==> config.mk <==
export PLATFORM = sky130hd
export DESIGN_NAME = adc_ladder_keypad_debounce_flat
export DESIGN_NICKNAME = d
export VERILOG_FILES = /design/src/design/alkd_pkg.sv /design/src/design/alkd_sample_if.sv /design/src/design/alkd_result_if.sv /design/src/design/alkd_front.sv /design/src/design/alkd_queue.sv /design/src/design/alkd_back.sv /design/src/design/adc_ladder_keypad_debounce.sv /design/src/flat_wrapper.sv
export SDC_FILE = /design/constraint.sdc
export NUM_CORES = 1
export LEC_CHECK = 0
export BUFFER_PORTS_ARGS = -buffer_cell sky130_fd_sc_hd__buf_2
export CORE_MARGIN = 5
export CORE_UTILIZATION = 28
export DETAILED_ROUTE_END_ITERATION = 8
export HOLD_SLACK_MARGIN = 0.03
export PLACE_DENSITY = 0.41
export RECOVER_POWER = 25
export SLEW_MARGIN = 10
export SYNTH_ARGS = -nofsm -noshare
export SYNTH_HDL_FRONTEND = slang
export SYNTH_SLANG_ARGS = --single-unit
==> constraint.sdc <==
create_clock -name clk -period 3.6 [get_ports clk]
set_input_delay 0.54 -clock clk [delete_from_list [all_inputs] [get_ports clk]]
set_output_delay 0.54 -clock clk [all_outputs]
set_load 0.005 [all_outputs]
==> src/design/alkd_pkg.sv <==
`timescale 1ns / 1ps
// ----------------------------------------------------------------------------
// Keypad decoder package
// Key window table, register indexes and reset values shared by the
// resistor-ladder keypad decoder modules.
// ----------------------------------------------------------------------------
package alkd_pkg;

	localparam int SAMPLE_W    = 12;
	localparam int CODE_W      = 8;
	localparam int DB_LIMIT_W  = 8;
	localparam int REP_LIMIT_W = 16;
	localparam int CFG_DATA_W  = 16;
	localparam int NUM_WINDOWS = 17;

	typedef enum logic [0:0] {
		CFG_DEBOUNCE_LIMIT = 1'b0,
		CFG_REPEAT_LIMIT   = 1'b1
	} cfg_index_t;

	localparam logic [DB_LIMIT_W-1:0]  DB_LIMIT_RESET  = 8'd20;
	localparam logic [REP_LIMIT_W-1:0] REP_LIMIT_RESET = 16'd7500;

	typedef struct packed {
		logic [SAMPLE_W-1:0] lo;
		logic [SAMPLE_W-1:0] hi;
		logic [CODE_W-1:0]   code;
	} key_window_t;

	// Open intervals; the first matching window wins.
	localparam key_window_t WINDOWS [NUM_WINDOWS] = '{
		'{12'd2390, 12'd2490, 8'h2A},
		'{12'd2810, 12'd2910, 8'h23},
		'{12'd3640, 12'd3740, 8'h79},
		'{12'd3230, 12'd3330, 8'h78},
		'{12'd3420, 12'd3520, 8'h7A},
		'{12'd3840, 12'd3940, 8'h6F},
		'{12'd3040, 12'd3140, 8'h73},
		'{12'd2590, 12'd2690, 8'h30},
		'{12'd2190, 12'd2290, 8'h39},
		'{12'd1580, 12'd1680, 8'h36},
		'{12'd970,  12'd1070, 8'h33},
		'{12'd760,  12'd860,  8'h32},
		'{12'd1410, 12'd1510, 8'h35},
		'{12'd1990, 12'd2090, 8'h38},
		'{12'd1810, 12'd1910, 8'h37},
		'{12'd1180, 12'd1280, 8'h34},
		'{12'd550,  12'd650,  8'h31}
	};

	// Push handshake from the classifier into the queue.
	typedef struct packed {
		logic              valid;
		logic [CODE_W-1:0] code;
	} q_push_t;

	function automatic logic [CODE_W-1:0] classify(input logic [SAMPLE_W-1:0] v);
		logic [CODE_W-1:0] code;
		code = '0;
		// Walk from the last window back so the earliest match is kept.
		for (int i = NUM_WINDOWS - 1; i >= 0; i--) begin
			if (v > WINDOWS[i].lo && v < WINDOWS[i].hi) begin
				code = WINDOWS[i].code;
			end
		end
		return code;
	endfunction

endpackage

==> src/design/alkd_sample_if.sv <==
`timescale 1ns / 1ps
// ----------------------------------------------------------------------------
// Sample channel
// Valid/ready channel carrying one raw ADC sample per transaction.
// ----------------------------------------------------------------------------
interface alkd_sample_if
	import alkd_pkg::*;
();
	logic                valid;
	logic                ready;
	logic [SAMPLE_W-1:0] sample;

	modport source (output valid, output sample, input ready);
	modport sink   (input valid, input sample, output ready);
endinterface

==> src/design/alkd_result_if.sv <==
`timescale 1ns / 1ps
// ----------------------------------------------------------------------------
// Result channel
// Valid/ready channel carrying one key report per transaction.
// ----------------------------------------------------------------------------
interface alkd_result_if
	import alkd_pkg::*;
();
	logic              valid;
	logic              ready;
	logic              key_event;
	logic [CODE_W-1:0] key_code;
	logic              from_repeat;
	logic              key_seen;

	modport source (output valid, output key_event, output key_code,
		output from_repeat, output key_seen, input ready);
	modport sink   (input valid, input key_event, input key_code,
		input from_repeat, input key_seen, output ready);
endinterface

==> src/design/alkd_front.sv <==
`timescale 1ns / 1ps
// ----------------------------------------------------------------------------
// Keypad classifier
// Accepts samples, matches them against the key windows and hands the key
// code to the queue through one pipeline register.
// ----------------------------------------------------------------------------
module alkd_front
	import alkd_pkg::*;
(
	input  logic               clk,
	input  logic               arst_n,
	alkd_sample_if.sink        sample_ch,
	output q_push_t            push,
	input  logic               q_full
);

	logic              valid_s1;
	logic [CODE_W-1:0] code_s1;
	logic              take;

	assign sample_ch.ready = !valid_s1 || !q_full;
	assign take            = sample_ch.valid && sample_ch.ready;

	always_ff @(posedge clk or negedge arst_n) begin
		if (!arst_n) begin
			valid_s1 <= 1'b0;
		end else if (take) begin
			valid_s1 <= 1'b1;
		end else if (!q_full) begin
			valid_s1 <= 1'b0;
		end
	end

	always_ff @(posedge clk) begin
		if (take) begin
			code_s1 <= classify(sample_ch.sample);
		end
	end

	assign push.valid = valid_s1;
	assign push.code  = code_s1;

endmodule

==> src/design/alkd_queue.sv <==
`timescale 1ns / 1ps
// ----------------------------------------------------------------------------
// Key code queue
// Small FIFO that decouples the classifier from the counter stage.
// ----------------------------------------------------------------------------
module alkd_queue
	import alkd_pkg::*;
#(
	parameter int DEPTH = 4
) (
	input  logic              clk,
	input  logic              arst_n,
	input  q_push_t           push,
	output logic              full,
	output logic              pop_valid,
	output logic [CODE_W-1:0] pop_code,
	input  logic              pop_ready
);

	localparam int PTR_W = (DEPTH > 1) ? $clog2(DEPTH) : 1;
	localparam int CNT_W = $clog2(DEPTH + 1);
	localparam logic [PTR_W-1:0] LAST = PTR_W'(DEPTH - 1);
	localparam logic [CNT_W-1:0] FULL_CNT = CNT_W'(DEPTH);

	logic [CODE_W-1:0] mem_q [DEPTH];
	logic [PTR_W-1:0]  wr_ptr_q, rd_ptr_q;
	logic [CNT_W-1:0]  count_q;
	logic              do_push, do_pop;

	assign full      = (count_q == FULL_CNT);
	assign pop_valid = (count_q != '0);
	assign pop_code  = mem_q[rd_ptr_q];
	assign do_push   = push.valid && !full;
	assign do_pop    = pop_valid && pop_ready;

	always_ff @(posedge clk or negedge arst_n) begin
		if (!arst_n) begin
			wr_ptr_q <= '0;
			rd_ptr_q <= '0;
			count_q  <= '0;
		end else begin
			if (do_push) begin
				wr_ptr_q <= (wr_ptr_q == LAST) ? '0 : wr_ptr_q + 1'b1;
			end
			if (do_pop) begin
				rd_ptr_q <= (rd_ptr_q == LAST) ? '0 : rd_ptr_q + 1'b1;
			end
			if (do_push && !do_pop) begin
				count_q <= count_q + 1'b1;
			end else if (do_pop && !do_push) begin
				count_q <= count_q - 1'b1;
			end
		end
	end

	always_ff @(posedge clk) begin
		if (do_push) begin
			mem_q[wr_ptr_q] <= push.code;
		end
	end

endmodule

==> src/design/alkd_back.sv <==
`timescale 1ns / 1ps
// ----------------------------------------------------------------------------
// Debounce and repeat counters
// Holds the limit registers, runs the debounce and long-press counters on
// each key code and registers the report for the result channel.
// ----------------------------------------------------------------------------
module alkd_back
	import alkd_pkg::*;
(
	input  logic                  clk,
	input  logic                  arst_n,
	input  logic                  cfg_we,
	input  cfg_index_t            cfg_index,
	input  logic [CFG_DATA_W-1:0] cfg_data,
	input  logic                  pop_valid,
	input  logic [CODE_W-1:0]     pop_code,
	output logic                  pop_ready,
	alkd_result_if.source         result_ch
);

	logic [DB_LIMIT_W-1:0]  db_limit_q;
	logic [REP_LIMIT_W-1:0] rep_limit_q;

	logic                   pressed_q, repeating_q;
	logic [DB_LIMIT_W-1:0]  db_count_q;
	logic [REP_LIMIT_W-1:0] hold_count_q;

	logic                   pressed_n, repeating_n;
	logic [DB_LIMIT_W-1:0]  db_count_n, db_inc;
	logic [REP_LIMIT_W-1:0] hold_count_n, hold_inc;
	logic                   seen, ev, rep;

	logic                   out_valid_q;
	logic                   event_q, repeat_q, seen_q;
	logic [CODE_W-1:0]      code_q;
	logic                   do_pop;

	assign pop_ready = !out_valid_q || result_ch.ready;
	assign do_pop    = pop_valid && pop_ready;

	always_comb begin
		seen         = (pop_code != '0);
		hold_inc     = hold_count_q + 1'b1;
		db_inc       = db_count_q + 1'b1;
		hold_count_n = hold_count_q;
		repeating_n  = repeating_q;
		db_count_n   = db_count_q;
		pressed_n    = pressed_q;
		ev           = 1'b0;
		rep          = 1'b0;

		if (seen) begin
			if (hold_inc >= rep_limit_q) begin
				hold_count_n = '0;
				repeating_n  = 1'b1;
				ev           = 1'b1;
				rep          = 1'b1;
			end else begin
				hold_count_n = hold_inc;
			end
		end else begin
			hold_count_n = '0;
			repeating_n  = 1'b0;
		end

		// Debouncing is frozen while the repeat counter owns the key.
		if (!repeating_n) begin
			if (seen && !pressed_q) begin
				if (db_inc >= db_limit_q) begin
					db_count_n = '0;
					pressed_n  = 1'b1;
					ev         = 1'b1;
					rep        = 1'b0;
				end else begin
					db_count_n = db_inc;
				end
			end
			if (pressed_q && !seen) begin
				pressed_n = 1'b0;
			end
		end
	end

	always_ff @(posedge clk or negedge arst_n) begin
		if (!arst_n) begin
			db_limit_q   <= DB_LIMIT_RESET;
			rep_limit_q  <= REP_LIMIT_RESET;
			pressed_q    <= 1'b0;
			repeating_q  <= 1'b0;
			db_count_q   <= '0;
			hold_count_q <= '0;
			out_valid_q  <= 1'b0;
		end else begin
			if (cfg_we) begin
				unique case (cfg_index)
					CFG_DEBOUNCE_LIMIT: db_limit_q  <= cfg_data[DB_LIMIT_W-1:0];
					CFG_REPEAT_LIMIT:   rep_limit_q <= cfg_data[REP_LIMIT_W-1:0];
					default:            ;
				endcase
			end
			if (do_pop) begin
				pressed_q    <= pressed_n;
				repeating_q  <= repeating_n;
				db_count_q   <= db_count_n;
				hold_count_q <= hold_count_n;
				out_valid_q  <= 1'b1;
			end else if (result_ch.ready) begin
				out_valid_q <= 1'b0;
			end
		end
	end

	always_ff @(posedge clk) begin
		if (do_pop) begin
			event_q  <= ev;
			repeat_q <= rep;
			seen_q   <= seen;
			code_q   <= ev ? pop_code : '0;
		end
	end

	assign result_ch.valid       = out_valid_q;
	assign result_ch.key_event   = event_q;
	assign result_ch.key_code    = code_q;
	assign result_ch.from_repeat = repeat_q;
	assign result_ch.key_seen    = seen_q;

endmodule

==> src/design/adc_ladder_keypad_debounce.sv <==
`timescale 1ns / 1ps
// A sample passes the classifier register, a queue entry and the output register
// before it is offered as a result. Throughput: one sample per cycle unless the
// result side stalls; each counter update is combinational into one register.
// Reset clears the queue, the counters and the output, and restores the debounce
// limit to 20 and the repeat limit to 7500.
// ----------------------------------------------------------------------------
// Resistor-ladder keypad decoder
// Classifies ADC samples into key codes and reports debounced presses and
// long-press repeats.
// ----------------------------------------------------------------------------
module adc_ladder_keypad_debounce
	import alkd_pkg::*;
#(
	parameter int QUEUE_DEPTH = 4
) (
	input  logic                  clk,
	input  logic                  arst_n,
	alkd_sample_if.sink           sample_ch,
	alkd_result_if.source         result_ch,
	input  logic                  cfg_we,
	input  cfg_index_t            cfg_index,
	input  logic [CFG_DATA_W-1:0] cfg_data
);

	q_push_t           push;
	logic              q_full;
	logic              pop_valid, pop_ready;
	logic [CODE_W-1:0] pop_code;

	alkd_front u_front (
		.clk       (clk),
		.arst_n    (arst_n),
		.sample_ch (sample_ch),
		.push      (push),
		.q_full    (q_full)
	);

	alkd_queue #(
		.DEPTH (QUEUE_DEPTH)
	) u_queue (
		.clk       (clk),
		.arst_n    (arst_n),
		.push      (push),
		.full      (q_full),
		.pop_valid (pop_valid),
		.pop_code  (pop_code),
		.pop_ready (pop_ready)
	);

	alkd_back u_back (
		.clk       (clk),
		.arst_n    (arst_n),
		.cfg_we    (cfg_we),
		.cfg_index (cfg_index),
		.cfg_data  (cfg_data),
		.pop_valid (pop_valid),
		.pop_code  (pop_code),
		.pop_ready (pop_ready),
		.result_ch (result_ch)
	);

	// A report always names a key that was seen on that sample.
	a_event_has_key: assert property (@(posedge clk) disable iff (!arst_n)
		result_ch.valid && result_ch.key_event |->
			result_ch.key_code != '0 && result_ch.key_seen)
		else $error("key report without a key");

	// Without a report the code and repeat flag stay clear.
	a_idle_clear: assert property (@(posedge clk) disable iff (!arst_n)
		result_ch.valid && !result_ch.key_event |->
			result_ch.key_code == '0 && !result_ch.from_repeat)
		else $error("stale code or repeat flag on a quiet result");

	// The front never holds a classified code while the queue has room.
	a_front_drains: assert property (@(posedge clk) disable iff (!arst_n)
		push.valid && !q_full && !(sample_ch.valid && sample_ch.ready) |=> !push.valid)
		else $error("classifier register failed to drain into the queue");

endmodule

==> src/flat_wrapper.sv <==
// flat-port wrapper written by rule: the top's interface ports become plain ports
module adc_ladder_keypad_debounce_flat import alkd_pkg::*;
#(
	parameter int QUEUE_DEPTH = 4
)
  (clk, arst_n, cfg_we, cfg_index, cfg_data, sample_ch_valid, sample_ch_sample, sample_ch_ready, result_ch_valid, result_ch_key_event, result_ch_key_code, result_ch_from_repeat, result_ch_key_seen, result_ch_ready);
  alkd_sample_if sample_ch_i ();
  alkd_result_if result_ch_i ();
  input  logic clk;
  input  logic arst_n;
  input  logic cfg_we;
  input  cfg_index_t cfg_index;
  input  logic [CFG_DATA_W-1:0] cfg_data;
  input wire logic [$bits(sample_ch_i.valid)-1:0] sample_ch_valid;
  input wire logic [$bits(sample_ch_i.sample)-1:0] sample_ch_sample;
  output wire logic [$bits(sample_ch_i.ready)-1:0] sample_ch_ready;
  output wire logic [$bits(result_ch_i.valid)-1:0] result_ch_valid;
  output wire logic [$bits(result_ch_i.key_event)-1:0] result_ch_key_event;
  output wire logic [$bits(result_ch_i.key_code)-1:0] result_ch_key_code;
  output wire logic [$bits(result_ch_i.from_repeat)-1:0] result_ch_from_repeat;
  output wire logic [$bits(result_ch_i.key_seen)-1:0] result_ch_key_seen;
  input wire logic [$bits(result_ch_i.ready)-1:0] result_ch_ready;
  assign sample_ch_i.valid = sample_ch_valid;
  assign sample_ch_i.sample = sample_ch_sample;
  assign sample_ch_ready = sample_ch_i.ready;
  assign result_ch_valid = result_ch_i.valid;
  assign result_ch_key_event = result_ch_i.key_event;
  assign result_ch_key_code = result_ch_i.key_code;
  assign result_ch_from_repeat = result_ch_i.from_repeat;
  assign result_ch_key_seen = result_ch_i.key_seen;
  assign result_ch_i.ready = result_ch_ready;
  adc_ladder_keypad_debounce #(.QUEUE_DEPTH(QUEUE_DEPTH)) u_core (.clk(clk), .arst_n(arst_n), .sample_ch(sample_ch_i), .result_ch(result_ch_i), .cfg_we(cfg_we), .cfg_index(cfg_index), .cfg_data(cfg_data));
endmodule
==> results.sh <==
export IMPL_status="finished with violations"
export IMPL_violations="max-capacitance violations, max-slew violations"
export IMPL_cts_buffers=9
export IMPL_grt_max_degree=47
export IMPL_holdPathEnd="u_core.u_back.rep_limit_q[12]"
export IMPL_start_util_pct=28.6
export IMPL_netlist_area_sq_um=6050
export IMPL_r2r_start="u_core.u_back.hold_count_q[1]"
export IMPL_path_delay_family="compound AO/OA/AOI/OAI gates"
export IMPL_path_cells="ha_1, nand4_1, nor2_1, xor2_1, ha_1, a21o_1, a221oi_2, a21boi_0, a311o_1, a21oi_2, nand4b_4, mux2_4"
export IMPL_end_kind="flip-flop"
export IMPL_maxCapViolations=1
export IMPL_gr_usage_all_layers_pct=12.1
export IMPL_antenna_left=0
export IMPL_viasPerCell=4.88
export IMPL_worstHoldStart="cfg_data[12]"
export IMPL_slew_headroom_pct=-69.5
export IMPL_cp_start_kind="flip-flop"
export IMPL_holdPathStages=2
export IMPL_crit_type="reg -> reg"
export IMPL_switchingPower_w=0.00124
export IMPL_setup_viol=0
export IMPL_drt_drc_violations_left=0
export IMPL_p_leak_nw=3.05
export IMPL_clock_latency_ns=0.35
export IMPL_cpMostUsedCell="ha_1"
export IMPL_p_int_w=0.00259
export IMPL_cts_tree="done"
export IMPL_routedWlPerCell_microns=15.6
export IMPL_p_per_area_nw_per_um2=555
export IMPL_fin_nets=685
export IMPL_critPathMaxFanout=8
export IMPL_finalCritPeriodShare_pct=93.5
export IMPL_post_route_min_period_ns=3.37
export IMPL_hold_viol_final=0
export IMPL_timing_rr_end="u_core.u_back.db_count_q[5]"
export IMPL_clockBufferDepth=2
export IMPL_avgSynthCellArea_sq_um=10.5
export IMPL_reg2reg_slack_ns=0.23
export IMPL_sw_frac_of_total_pct=32.4
export IMPL_diodes=0
export IMPL_min_path_type="in -> reg"
export IMPL_hold_ws_ns=0.416
export IMPL_fin_skew_ns=0.0107
export IMPL_seq_area_sq_um=2840
export IMPL_rsz0062_at_grt="no"
export IMPL_reg2reg_depth=12
export IMPL_overflow=0
export IMPL_peakVddDrop_uv=253
export IMPL_synth_cell_type_count=70
export IMPL_rows=53
export IMPL_crit_slowest_cell="dfrtp_1"
export IMPL_clock_sinks=104
export IMPL_synth_fp_nets=645
export IMPL_slew_violations=47
export IMPL_grt_pass1_wl_microns=23800
export IMPL_path_clk_slew_ns=0.07
export IMPL_drive_gt1_share_pct=20.1
export IMPL_first_pass_iters=5
export IMPL_num_vias=4372
export IMPL_ys_warnings_count=0
export IMPL_max_stage_delay_ns=0.43
export IMPL_hpwl_microns=10400
export IMPL_drt_iter0_markers=225
export IMPL_antenna_found_initial=0
export IMPL_gp_congestion=0.931
export IMPL_worstMarginPinSlew_ns=2.54
export IMPL_synthArstFlopShare_pct=56.7
export IMPL_io_buffers=45
export IMPL_stdcell_count=896
export IMPL_clkPwrFrac_pct=26.9
export IMPL_setup_tns_ns=0
export IMPL_die_area_sq_um=24600
export IMPL_multi_input_area_sq_um=2970
export IMPL_fmax_ghz=0.297
export IMPL_cts_root_buf="clkbuf_16"
export IMPL_synth_edf_count=45
export IMPL_fp_dieW_microns=157
export IMPL_power_frac_comb_pct=28.0
export IMPL_fp_dieH_microns=157
export IMPL_ctsHoldBuffers=0
export IMPL_synth_seq_cells=104
export IMPL_seq_area_frac_synth_pct=46.9
export IMPL_area_growth_pct=14.0
export IMPL_timing_critical_path_buf_inv=0
export IMPL_pwr_share_seq_pct=45.1
export IMPL_place_inst=880
export IMPL_grt_pass1_vias=4374
export IMPL_htreeDepth=3
export IMPL_synthFlopType="dfrtp_1"
export IMPL_wirelength_microns=14000
export IMPL_syn_inst=576
export IMPL_coreArea_sq_um=21200
export IMPL_fill_cells=2152
export IMPL_pin_count=47
export IMPL_critPathRequiredTime_ns=3.84
export IMPL_cp_data_arrival_time_ns=3.61
==> sequential cells by signal, summed over array words and instances (netlist names) <==
register                             flops
u_core.u_back.db_count_q                 8
u_core.u_back.hold_count_q              16
u_core.u_back.repeating_q                1
u_core.u_back.result_ch.valid            1
u_core.u_back.result_ch.key_seen         1
u_core.u_queue.wr_ptr_q                  2
u_core.u_back.db_limit_q                 8
u_core.u_front.code_s1                   7
u_core.u_back.result_ch.from_repeat      1
u_core.u_front.valid_s1                  1
u_core.u_queue.mem_q                    28
u_core.u_back.rep_limit_q               16
u_core.u_back.result_ch.key_event        1
u_core.u_queue.rd_ptr_q                  2
u_core.u_back.pressed_q                  1
u_core.u_back.result_ch.key_code         7
u_core.u_queue.count_q                   3
==> per-stage QoR <==
stage               setup slack, ns  total power [W]  util [%]  instance area [sq um]
detailed placement            0.170          0.00284      31.1                   6570
global placement              0.241          0.00281      31.1                   6570
global route                 0.0116          0.00412      32.6                   6900
finish                        0.233          0.00383      32.6                   6900
CTS                           0.145          0.00390      32.5                   6880
floorplan                     0.543          0.00249         -                   6050
==> cells in the final DEF, fill, tap and decap left out, types with 5 or more instances in the layout <==
master     synthesis  final
buf_4              1      8
nand2_1           66     66
a21o_1            15     15
buf_2              4     44
xor2_1             7      7
or2_2              5      5
nand3_1           22     22
ha_1              34     34
nor3_1            12     12
nand4_1           14     14
nand2b_1          25     25
nor2_1            28     28
or3_1              5      5
nor2b_1           12     12
xnor2_1           10     10
clkbuf_16          0      9
mux2_4             7      7
a21oi_1           13     13
edfxtp_1          45     45
dfrtp_1           50     48
and3_1             6      6
inv_1             35     35
dfstp_2            9      9
mux2_2            18     18
and2_1            14     14
a211oi_1           6      6
o21ai_0           22     22
==> layer usage <==
metal  GRT usage [%]  vias up  routed length [microns]
met5               0        -                        0
met4            3.43        0                      227
met3            3.11       12                      680
met2            18.1      106                     6200
met1            17.3     2095                     6850
li1                -     2159                        -
==> kinds of logic (layout without fill, tap and decap cells) <==
logic type | count (synthesis) | after routing | share of synthesized area [%]
xor gates and xnor gates | 17 | 17 | 2.46
other | 1 | 1 | 0.0620
DFF | 104 | 104 | 46.9
adders and majority gates | 35 | 35 | 7.37
buffers and inverters | 61 | 106 | 4.08
and+or+nand+nor | 230 | 230 | 20.1
AOI/OAI and AO/OA | 95 | 95 | 10.9
muxes | 33 | 33 | 8.05
==> cell type report <==
type / instances / share of cell area (%)
sequential: 104 / 41.2
clock buffer: 10 / 3.47
timing repair buffer: 53 / 4.12
clock inverter: 6 / 1.07
tap: 275 / 4.99
inverter: 37 / 2.03
multi-input combinational: 411 / 43.1
==> worst max path at each step <==
stage / start / end / slack [ns] / cells after the start
CTS: u_core.u_back.hold_count_q[0] / u_core.u_back.db_count_q[5] / 0.15 / 12
floorplan: u_core.u_back.hold_count_q[2] / u_core.u_back.db_count_q[2] / 0.54 / 12
finish: u_core.u_back.hold_count_q[1] / u_core.u_back.db_count_q[5] / 0.23 / 12
detailed placement: u_core.u_back.hold_count_q[0] / u_core.u_back.db_count_q[5] / 0.17 / 12
global placement: u_core.u_back.hold_count_q[2] / u_core.u_back.db_count_q[2] / 0.24 / 12
global route: u_core.u_back.hold_count_q[3] / u_core.u_back.db_count_q[5] / 0.01 / 11
==> synthesized netlist by cell type (4+ instances only) <==
library cell | n | area share [%]
a211oi_1 | 6 | 0.74
a21o_1 | 15 | 1.9
a21oi_1 | 13 | 1.1
and2_1 | 14 | 1.4
and3_1 | 6 | 0.62
buf_2 | 4 | 0.33
clkbuf_1 | 18 | 1.1
dfrtp_1 | 50 | 21
dfstp_2 | 9 | 3.9
edfxtp_1 | 45 | 22
ha_1 | 34 | 7.0
inv_1 | 35 | 2.2
mux2_2 | 18 | 3.4
mux2_4 | 7 | 1.7
mux4_2 | 4 | 1.5
nand2_1 | 66 | 4.1
nand2b_1 | 25 | 2.6
nand3_1 | 22 | 1.8
nand3b_1 | 4 | 0.50
nand4_1 | 14 | 1.4
nor2_1 | 28 | 1.7
nor2b_1 | 12 | 1.2
nor3_1 | 12 | 0.99
o2111ai_1 | 4 | 0.58
o21ai_0 | 22 | 1.8
or2_2 | 5 | 0.52
or3_1 | 5 | 0.52
xnor2_1 | 10 | 1.4
xor2_1 | 7 | 1.0
==> power by group through the flow <==
stage / Combinational, W / Clock [W] / Sequential (W)
detailed placement: 0.00109 / 0 / 0.00176
floorplan: 0.000818 / 0 / 0.00167
global placement: 0.00107 / 0 / 0.00174
CTS: 0.00109 / 0.00108 / 0.00173
finish: 0.00107 / 0.00103 / 0.00173
global route: 0.00122 / 0.00112 / 0.00177
==> timing repair <==
action / CTS / global route
setup buffers: 0 / 0
resized for setup: 0 / 4
endpoints found under the setup margin: 0 / 15
No activity file was read; power rests on OpenSTA's default activity.
